<file path="config.mk">
export PLATFORM = sky130hd
export DESIGN_NAME = lpm_div_cell
export DESIGN_NICKNAME = d
export VERILOG_FILES = /design/src/design/lpm_div_cell.sv
export SDC_FILE = /design/constraint.sdc
export NUM_CORES = 1
export LEC_CHECK = 0
export ABC_AREA = 0
export BUFFER_PORTS_ARGS = -buffer_cell sky130_fd_sc_hd__buf_2
export CAP_MARGIN = 0
export CORE_AREA = 2 2 89 91
export DETAILED_ROUTE_END_ITERATION = 8
export DIE_AREA = 0 0 91 93
export GPL_TIMING_DRIVEN = 0
export PLACE_DENSITY_LB_ADDON = 0.05
export SYNTH_ARGS = -nofsm -noshare
export SYNTH_HDL_FRONTEND = slang
export SYNTH_SLANG_ARGS = --single-unit
</file>
<file path="constraint.sdc">
create_clock -name clk -period 2.5 [get_ports clk]
set_input_delay 0.125 -clock clk [delete_from_list [all_inputs] [get_ports clk]]
set_output_delay 0.125 -clock clk [all_outputs]
set_load 0.05 [all_outputs]
</file>
<file path="src/design/lpm_div_cell.sv">
// One restoring-division cell: while en is high, it settles one quotient bit
// per cycle and hands remainder, divisor, partial quotient and sideband to the next cell.
// Depends on nothing outside this file.
module lpm_div_cell #(
  parameter int NumW  = 34,
  parameter int DenW  = 13,
  parameter int QuoW  = 21,
  parameter int SideW = 1,
  parameter int Shift = 0
) (
  input  logic             clk,
  input  logic             rst_n,
  input  logic             en,
  input  logic             in_valid,
  input  logic [NumW-1:0]  in_rem,
  input  logic [DenW-1:0]  in_den,
  input  logic [QuoW-1:0]  in_quo,
  input  logic [SideW-1:0] in_side,
  output logic             out_valid,
  output logic [NumW-1:0]  out_rem,
  output logic [DenW-1:0]  out_den,
  output logic [QuoW-1:0]  out_quo,
  output logic [SideW-1:0] out_side
);

  localparam int WideW = NumW + DenW;

  logic [WideW-1:0] den_sh;
  logic             take;
  logic [NumW-1:0]  rem_nxt;

  assign den_sh  = WideW'(in_den) << Shift;
  assign take    = WideW'(in_rem) >= den_sh;
  assign rem_nxt = take ? (in_rem - den_sh[NumW-1:0]) : in_rem;

  always_ff @(posedge clk) begin
    if (!rst_n) begin
      out_valid <= 1'b0;
    end else if (en) begin
      out_valid <= in_valid;
    end
  end

  always_ff @(posedge clk) begin
    if (en) begin
      out_rem  <= rem_nxt;
      out_den  <= in_den;
      out_quo  <= {in_quo[QuoW-2:0], take};
      out_side <= in_side;
    end
  end

endmodule

</file>
==> results of run 1 <==
## registers in the layout (all words and copies together) (netlist names)
signal and count:
out_den 13, out_quo 21, out_rem 34, out_side 1, out_valid 1
## metrics by stage
stage / TNS (ps) / power (W) / cells / util / hold WS (ps)
final: 0 / 0.003335 / 569 / 0.6533 / 45.94
after global routing: 0 / 0.003478 / 569 / 0.6533 / 57.78
after CTS: 0 / 0.003361 / 569 / 0.6523 / 28.72
after detailed placement: -281.0 / 0.002327 / 518 / 0.5771 / 303.4
after global placement: -204.8 / 0.002318 / 518 / 0.5768 / 301.2
after floorplan: 0 / 0.002088 / 275 / - / 223.9
## worst max-delay path, delay by kind of cell
kind / cells / cell delay (ps)
simple gates: 3 / 500
buf+inv: 3 / 670
xor+xnor: 1 / 170
fa+ha+maj: 1 / 340
compound gates: 2 / 590
## cells in the mapped netlist (2+ instances only)
cell	n	area (um^2)
nor2_1	24	90.09
nand4_1	10	62.56
nand3_2	2	20.02
o211ai_1	2	15.01
nand3_1	13	65.06
nand2_1	14	52.55
inv_1	16	60.06
a21oi_1	20	100.1
nand4b_2	2	30.03
edfxtp_1	69	2072
a21o_1	2	15.01
nor3_1	6	30.03
ha_1	13	162.7
a211oi_2	2	25.02
o31ai_1	3	22.52
mux2_2	3	33.78
o21ai_0	3	15.01
nor4_1	7	43.79
o21a_1	2	15.01
nor2b_1	3	18.77
buf_2	5	25.02
xor2_1	3	26.28
xnor2_1	28	245.2
## layer usage
metal  GRT usage  up-vias  part of all wire  routed length, um
li1            -     1406                 -                  -
met1      0.2610     1238              0.45               3645
met2      0.3167       95              0.48               3839
met3     0.05641        6             0.065                527
met4     0.06061        0            0.0073                 59
met5           0        -                 0                  0
## timing repair
action | in CTS | in global routing
gates resized for setup | 0 | 1
setup buffers | 0 | 0
setup endpoints to repair | 0 | 3
endpoints found under the hold margin | 35 | 0
hold buffers | 35 | 0
## report_power, final
group	internal [W]	switching, W
Combinational	0.000264	0.000634
Sequential	0.00142	0.0000235
Clock	0.000562	0.000429
## worst min path at each step
stage | from | endpoint | slack, ps
2_1_floorplan | in_den[0] | out_den[0] | 220
3_3_place_gp | in_quo[13] | out_quo[14] | 300
3_5_place_dp | in_quo[11] | out_quo[12] | 300
4_1_cts | in_valid | out_valid | 30
5_1_grt | in_valid | out_valid | 60
6_report | in_valid | out_valid | 50
## area by class of cell
cell class	instances	area (um^2)	area share
Buffer	6	36.28	0.007379
Clock buffer	10	127.6	0.02595
Clock inverter	6	87.58	0.01781
Inverter	16	60.06	0.01221
Multi-Input combinational cell	183	1328	0.2700
Sequential cell	70	2092	0.4254
Tap cell	102	127.6	0.02595
Timing Repair Buffer	176	1059	0.2153
## cells by family after synthesis
group,count (synthesis),synth area share
DFF,70,0.5963
muxes,4,0.01248
and+or+nand+nor,89,0.1430
buffers and inverters,22,0.02746
adders and majority gates,14,0.05207
xor gates and xnor gates,31,0.07739
AOI/OAI and AO/OA,45,0.09130
==> results.json, run 1 <==
{
  "run_status": "finished clean",
  "routedWlPerCell_um": 14.19,
  "htreeDepth": 3,
  "maxSlewHeadroom": 0.4155,
  "gp_congestion": 0.7979,
  "fp.dieW_um": 91,
  "core_mm2": 0.007527,
  "min_period_ps": 2295,
  "synth_edf_count": 69,
  "endpoint": "out_rem[30]",
  "final_cell_mix": "145 x buf_2, 69 x edfxtp_1, 35 x dlygate4sd3_1, 28 x xnor2_1, 24 x nor2_1",
  "yosys.cell_types.count": 46,
  "rows": 32,
  "ir_worst_vdd_uv": 289.3,
  "critPathLaunch": "in_den[11]",
  "rsz0062_at_grt": "no",
  "syn_area_mm2": 0.003508,
  "drc": 0,
  "yosysWarnings": 0,
  "worst-slew-pin-transition_ps": 876.7,
  "hold_depth": 3,
  "cp_cell_sequence": "dlygate4sd3_1, buf_2, inv_1, ha_1, nand2_1, nor3_4, a32oi_2, a21oi_4, nand4_1, xnor2_1",
  "pin_count": 143,
  "final_nets": 549,
  "path_clk_slew_ps": 80,
  "crit_slowest_cell": "dlygate4sd3_1",
  "r2r_cells": 2,
  "leakagePower_nw": 2.049,
  "grt_usage": 0.1970,
  "clkLatencyLatePin_ps": 340,
  "dp_worst_setup_slack_ps": -62.87,
  "die-area_mm2": 0.008463,
  "cp-end-kind": "register",
  "fmax_ghz": 0.4358,
  "grt_pass1_vias": 2731,
  "worstPathMaxFanout": 9,
  "viasPerCell": 4.824,
  "cts-root-buf": "clkbuf_8",
  "yosys_most_used_dff": "edfxtp_1",
  "detailedRoute.firstPassIterationCount": 4,
  "reg2reg_to": "out_valid",
  "die_h_um": 93,
  "drive_above_1_share": 0.3854,
  "start_kind": "input pin",
  "final_max_slew_viol_count": 0,
  "cts_num_sinks": 70,
  "power.density_mw_per_mm2": 678.2,
  "ys_ff_latch": 70,
  "holdCritPathClass": "in -> reg",
  "setup_slack_ps": 205.2,
  "ant_nets": 0,
  "grt_overflow": 0,
  "syn_area_per_cell_um2": 12.76,
  "n_fill_cell": 625,
  "cp.required_ps": 2590,
  "final_area_mm2": 0.004917,
  "antennaDiodeCount": 0,
  "fin_skew_ps": 0,
  "yosysSeqAreaShare": 0.5963,
  "path_class": "in -> reg",
  "cts_tree": "done",
  "io_buffers": 141,
  "synth.net_count": 362,
  "period_share": 0.9179,
  "cts_made_buffers": 9,
  "first_iter_violations": 124,
  "rrSetupSlack_ps": 1910,
  "drt-total-wl_um": 8072,
  "grt_max_degree": 71,
  "final_common_cell": "buf_2",
  "hold_violations": 0,
  "antenna_found_initial": 0,
  "async_flop_share": 0,
  "netlist_instances": 275,
  "vias": 2745,
  "drv_cap": 0,
  "timing.rr.start": "out_valid",
  "grt_pass1_wl_um": 13100,
  "start_util": 0.4661,
  "slowest_delay_ps": 520,
  "report.final.setup_viol": 0,
  "placed_cell_area_mm2": 0.004344,
  "area_delta_synth_final_pct": 40.16,
  "crit_arrival_ps": 2390,
  "dp_hpwl_um": 5590,
  "cts_buffer_depth": 2
}
Note: power is estimated with default switching activity, not from simulation.
==> run 2, diff against run 1 <==
Settings changed: CTS_BUF_LIST from default to sky130_fd_sc_hd__clkbuf_16.
==> run 2 against run 1 <==
  * Fmax decreased by 0.61%
  * Clock power is 35% higher
  * Cell count stayed put
  * Total power grew 10%
  * Design area grew 2.1%
  * First-iteration DRC count fell by 3.2%
  * Flip-flop and latch count unchanged
  * Setup slack got worse by 14 ps
  * Count of clock-buffer cells in the layout is 1 lower
  * Wire length shrank 0.16%
  * Critical path depth is the same
  * Register-to-register slack worse by 50 ps
  * Critical path type unchanged
  * Largest power group unchanged
==> results.json, run 2 (synthesized netlist as in run 1, its figures left out) <==
{
  "ant_nets": 0,
  "largest_register_ffs": 34,
  "reg_top3": "out_rem (34), out_quo (21), out_den (13)",
  "cts-root-buf": "clkbuf_16",
  "routedWlPerCell_um": 14.16,
  "crit_buf_inv": 3,
  "rrSetupSlack_ps": 1860,
  "start_util": 0.4661,
  "pin_count": 143,
  "crit_slowest_cell": "dlygate4sd3_1",
  "cts_tree": "done",
  "rows": 32,
  "grt_overflow": 0,
  "worst-slew-pin-transition_ps": 871.8,
  "vias": 2769,
  "final_cell_mix": "145 x buf_2, 69 x edfxtp_1, 35 x dlygate4sd3_1, 28 x xnor2_1, 24 x nor2_1",
  "maxSlewHeadroom": 0.4188,
  "viasPerCell": 4.866,
  "cp_top_family": "buffers and inverters",
  "slowest_delay_ps": 520,
  "dp_hpwl_um": 5590,
  "die-area_mm2": 0.008463,
  "regMostFlops": "out_rem",
  "cts_buffer_depth": 2,
  "setup_slack_ps": 191.2,
  "holdWs_ps": 93.53,
  "min_period_ps": 2309,
  "final_max_slew_viol_count": 0,
  "clkLatencyLatePin_ps": 320,
  "cp-end-kind": "register",
  "ir_worst_vdd_uv": 328.5,
  "leakagePower_nw": 2.099,
  "power_w": 0.003683,
  "tns_ps": 0,
  "power.density_mw_per_mm2": 734.0,
  "fmax_ghz": 0.4331,
  "fin_skew_ps": 0,
  "io_buffers": 141,
  "die_h_um": 93,
  "drv_cap": 0,
  "stdcell_count": 569,
  "first_iter_violations": 120,
  "final_common_cell": "buf_2",
  "area_delta_synth_final_pct": 43.05,
  "hold_violations": 0,
  "grt_max_degree": 71,
  "cp.required_ps": 2580,
  "grt_usage": 0.1979,
  "cts_num_sinks": 70,
  "grt_pass1_vias": 2751,
  "antenna_found_initial": 0,
  "report.final.setup_viol": 0,
  "drc": 0,
  "drive_above_1_share": 0.3854,
  "start_kind": "input pin",
  "gp_congestion": 0.7979,
  "run_status": "finished clean",
  "crit_arrival_ps": 2390,
  "final_nets": 549,
  "worstPathMaxFanout": 9,
  "period_share": 0.9235,
  "path_clk_slew_ps": 50,
  "detailedRoute.firstPassIterationCount": 5,
  "dp_worst_setup_slack_ps": -62.87,
  "dpl.cell_count": 518,
  "antennaDiodeCount": 0,
  "cts_made_buffers": 9,
  "holdCritPathClass": "in -> reg",
  "core_mm2": 0.007527,
  "cp_cell_sequence": "dlygate4sd3_1, buf_2, inv_1, ha_1, nand2_1, nor3_4, a32oi_2, a21oi_4, nand4_1, xnor2_1",
  "path_class": "in -> reg",
  "fp.dieW_um": 91,
  "grt_pass1_wl_um": 13120,
  "rsz0062_at_grt": "no",
  "htreeDepth": 3,
  "drt-total-wl_um": 8059
}
run 2: cell types whose count changed in the layout (fill, tap and decap cells not counted), sizes merged:
cell / previous run / this run
inv: 16 / 17
clkbuf: 10 / 9
run 2: routing by layer:
metal,track usage,part of all wire,up-vias
met5,0,0,-
met1,0.2604,0.45,1263
met2,0.3167,0.48,93
met3,0.05641,0.064,4
met4,0.06818,0.0055,0
li1,-,-,1409
run 2: tightest hold or removal path: stages:
cell	delay, ps
buf_2	70
mux2i_1	50
nor2b_1	120
run 2: power by group:
group	total, W	switching [W]	leakage (nW)	internal (W)
registers	0.00145	0.0000239	0.684	0.00142
clock network	0.00134	0.000468	0.161	0.000868
logic	0.000899	0.000634	1.25	0.000264
total	0.00368	0.00113	2.10	0.00256
run 2: worst paths after layout:
check	depth (start not counted)	from	endpoint
setup / recovery	10	in_den[11]	out_rem[30]
setup reg to reg	2	out_valid	out_valid
hold / removal	3	in_valid	out_valid
hold reg to reg	2	out_valid	out_valid
run 2: timing repair:
item                                    CTS  global route
endpoints found under the hold margin    34             1
hold buffers                             34             1
resized for setup                         0             1
endpoints found under the setup margin    0             8
buffers inserted                          0             0
run 2: area by class of cell:
cell class	count	area [um^2]
Buffer	6	36.28
Clock buffer	9	225.2
Timing Repair Buffer	176	1059
Clock inverter	7	91.34
Inverter	16	60.06
Multi-Input combinational cell	183	1328
Sequential cell	70	2092
Fill cell	610	2509
Tap cell	102	127.6
run 2: stage by stage:
stage          cell area (um^2)    util
6_report                   5019  0.6667
5_1_grt                    5019  0.6667
4_1_cts                    5001  0.6644
3_5_place_dp               4344  0.5771
3_3_place_gp               4342  0.5768
2_1_floorplan              3508       -
==> run 3, diff against run 2 <==
Settings changed: PLACE_DENSITY_LB_ADDON 0.05 to 0.08.
==> run 3 against run 2 <==
  * Design area down 0.22%
  * Via count grew 2.5%
  * Global-route usage increased by 0.42 points
  * Sequential share of layout area is 0.094 points higher
  * Worst hold slack lost 68 ps
  * First-iteration DRC count is 15% higher
  * Register-to-register slack gained 30 ps
  * Combinational power hardly changed
  * Flip-flop and latch count unchanged
  * Clock skew is the same
  * Clock power about the same
==> results.json, run 3 (synthesized netlist as in run 1, its figures left out) <==
{
  "switchingPower_w": 0.001141,
  "crit_arrival_ps": 2440,
  "dp_hpwl_um": 5724,
  "start_kind": "input pin",
  "slowest_delay_ps": 530,
  "path_clk_slew_ps": 50,
  "report.final.setup_viol": 0,
  "worstPathMaxFanout": 9,
  "cp-end-kind": "register",
  "die_h_um": 93,
  "grt_usage": 0.2021,
  "worst-slew-pin-transition_ps": 908.2,
  "first_iter_violations": 138,
  "cts_made_buffers": 9,
  "area_delta_synth_final_pct": 42.72,
  "antenna_found_initial": 0,
  "cts_tree": "done",
  "drive_above_1_share": 0.3841,
  "min_period_ps": 2363,
  "cts-root-buf": "clkbuf_16",
  "utilization": 0.6652,
  "drv_cap": 0,
  "io_buffers": 141,
  "pin_count": 143,
  "reg_top3": "out_rem (34), out_quo (21), out_den (13)",
  "cp_top_family": "buffers and inverters",
  "routedWlPerCell_um": 14.75,
  "holdWs_ps": 25.28,
  "die-area_mm2": 0.008463,
  "placed_cell_area_mm2": 0.004344,
  "core_mm2": 0.007527,
  "ant_nets": 0,
  "maxSlewHeadroom": 0.3945,
  "drc": 0,
  "ir_worst_vdd_uv": 455.8,
  "final_area_mm2": 0.005007,
  "p_int_w": 0.002555,
  "rows": 32,
  "final_max_slew_viol_count": 0,
  "final_nets": 548,
  "detailedRoute.firstPassIterationCount": 4,
  "crit_slowest_cell": "dlygate4sd3_1",
  "rsz0062_at_grt": "no",
  "grt_max_degree": 71,
  "fp.dieW_um": 91,
  "regMostFlops": "out_rem",
  "power.density_mw_per_mm2": 738.0,
  "fmax_ghz": 0.4232,
  "fin_skew_ps": 0,
  "grt_pass1_vias": 2799,
  "cts_buffer_depth": 2,
  "tns_ps": 0,
  "clkLatencyLatePin_ps": 320,
  "final_cell_mix": "145 x buf_2, 69 x edfxtp_1, 34 x dlygate4sd3_1, 28 x xnor2_1, 24 x nor2_1",
  "p_sw_frac": 0.3086,
  "cts_num_sinks": 70,
  "n_fill_cell": 635,
  "gp_congestion": 0.7881,
  "p_seq_frac": 0.392,
  "start_util": 0.4661,
  "grt_pass1_wl_um": 13370,
  "power_w": 0.003695,
  "holdCritPathClass": "in -> reg",
  "crit_buf_inv": 3,
  "p_comb_frac": 0.243,
  "grt_overflow": 0,
  "period_share": 0.9451,
  "leakagePower_nw": 2.093,
  "htreeDepth": 3,
  "antennaDiodeCount": 0,
  "hold_violations": 0,
  "path_class": "in -> reg",
  "run_status": "finished clean",
  "largest_register_ffs": 34,
  "cp_cell_sequence": "dlygate4sd3_1, buf_2, inv_1, ha_1, nand2_1, nor3_4, a32oi_2, a21oi_4, nand4_1, xnor2_1",
  "vias": 2838,
  "cp.required_ps": 2580,
  "drt-total-wl_um": 8378,
  "final_common_cell": "buf_2",
  "power_frac_clock": 0.364,
  "viasPerCell": 4.996
}
-- run 3: area by class of cell --
type / instances / area, um^2 / area share
buffer: 6 / 36.28 / 0.007246
multi-input combinational: 183 / 1328 / 0.2651
inverter: 16 / 60.06 / 0.01199
clock buffer: 9 / 225.2 / 0.04498
tap: 102 / 127.6 / 0.02549
clock inverter: 7 / 90.09 / 0.01799
timing repair buffer: 175 / 1049 / 0.2094
sequential: 70 / 2092 / 0.4178
-- run 3: power groups by stage --
stage	clock network (W)	logic [W]	registers [W]
after floorplan	0	0.000216	0.00187
after global placement	0	0.000848	0.00147
after detailed placement	0	0.000855	0.00147
after CTS	0.00137	0.000900	0.00145
after global routing	0.00143	0.000959	0.00146
final	0.00135	0.000899	0.00145
-- run 3: worst paths after layout --
check	start	endpoint	slack, ps	depth (start not counted)
worst max-delay path	in_den[11]	out_rem[32]	140	10
worst min register to register	out_valid	out_valid	540	2
worst min-delay path	rst_n	out_valid	30	2
worst max register to register	out_valid	out_valid	1890	2
-- run 3: stage by stage --
step,cells,setup WS [ps]
final,568,137.3
after global routing,568,11.48
after CTS,568,39.24
after detailed placement,518,-72.79
after global placement,518,-12.05
after floorplan,275,421.6
-- run 3: timing repair --
item / in CTS / in global routing
setup buffers: 0 / 0
hold buffers: 34 / 0
gates resized for setup: 0 / 1
setup endpoints to repair: 0 / 8
endpoints found under the hold margin: 34 / 0
-- run 3: layer usage --
metal,vias to the layer above,share of wire,GRT usage
li1,1404,-,-
met1,1311,0.43,0.2615
met2,116,0.48,0.3302
met3,7,0.082,0.06124
met4,0,0.0099,0.06061
met5,-,0,0
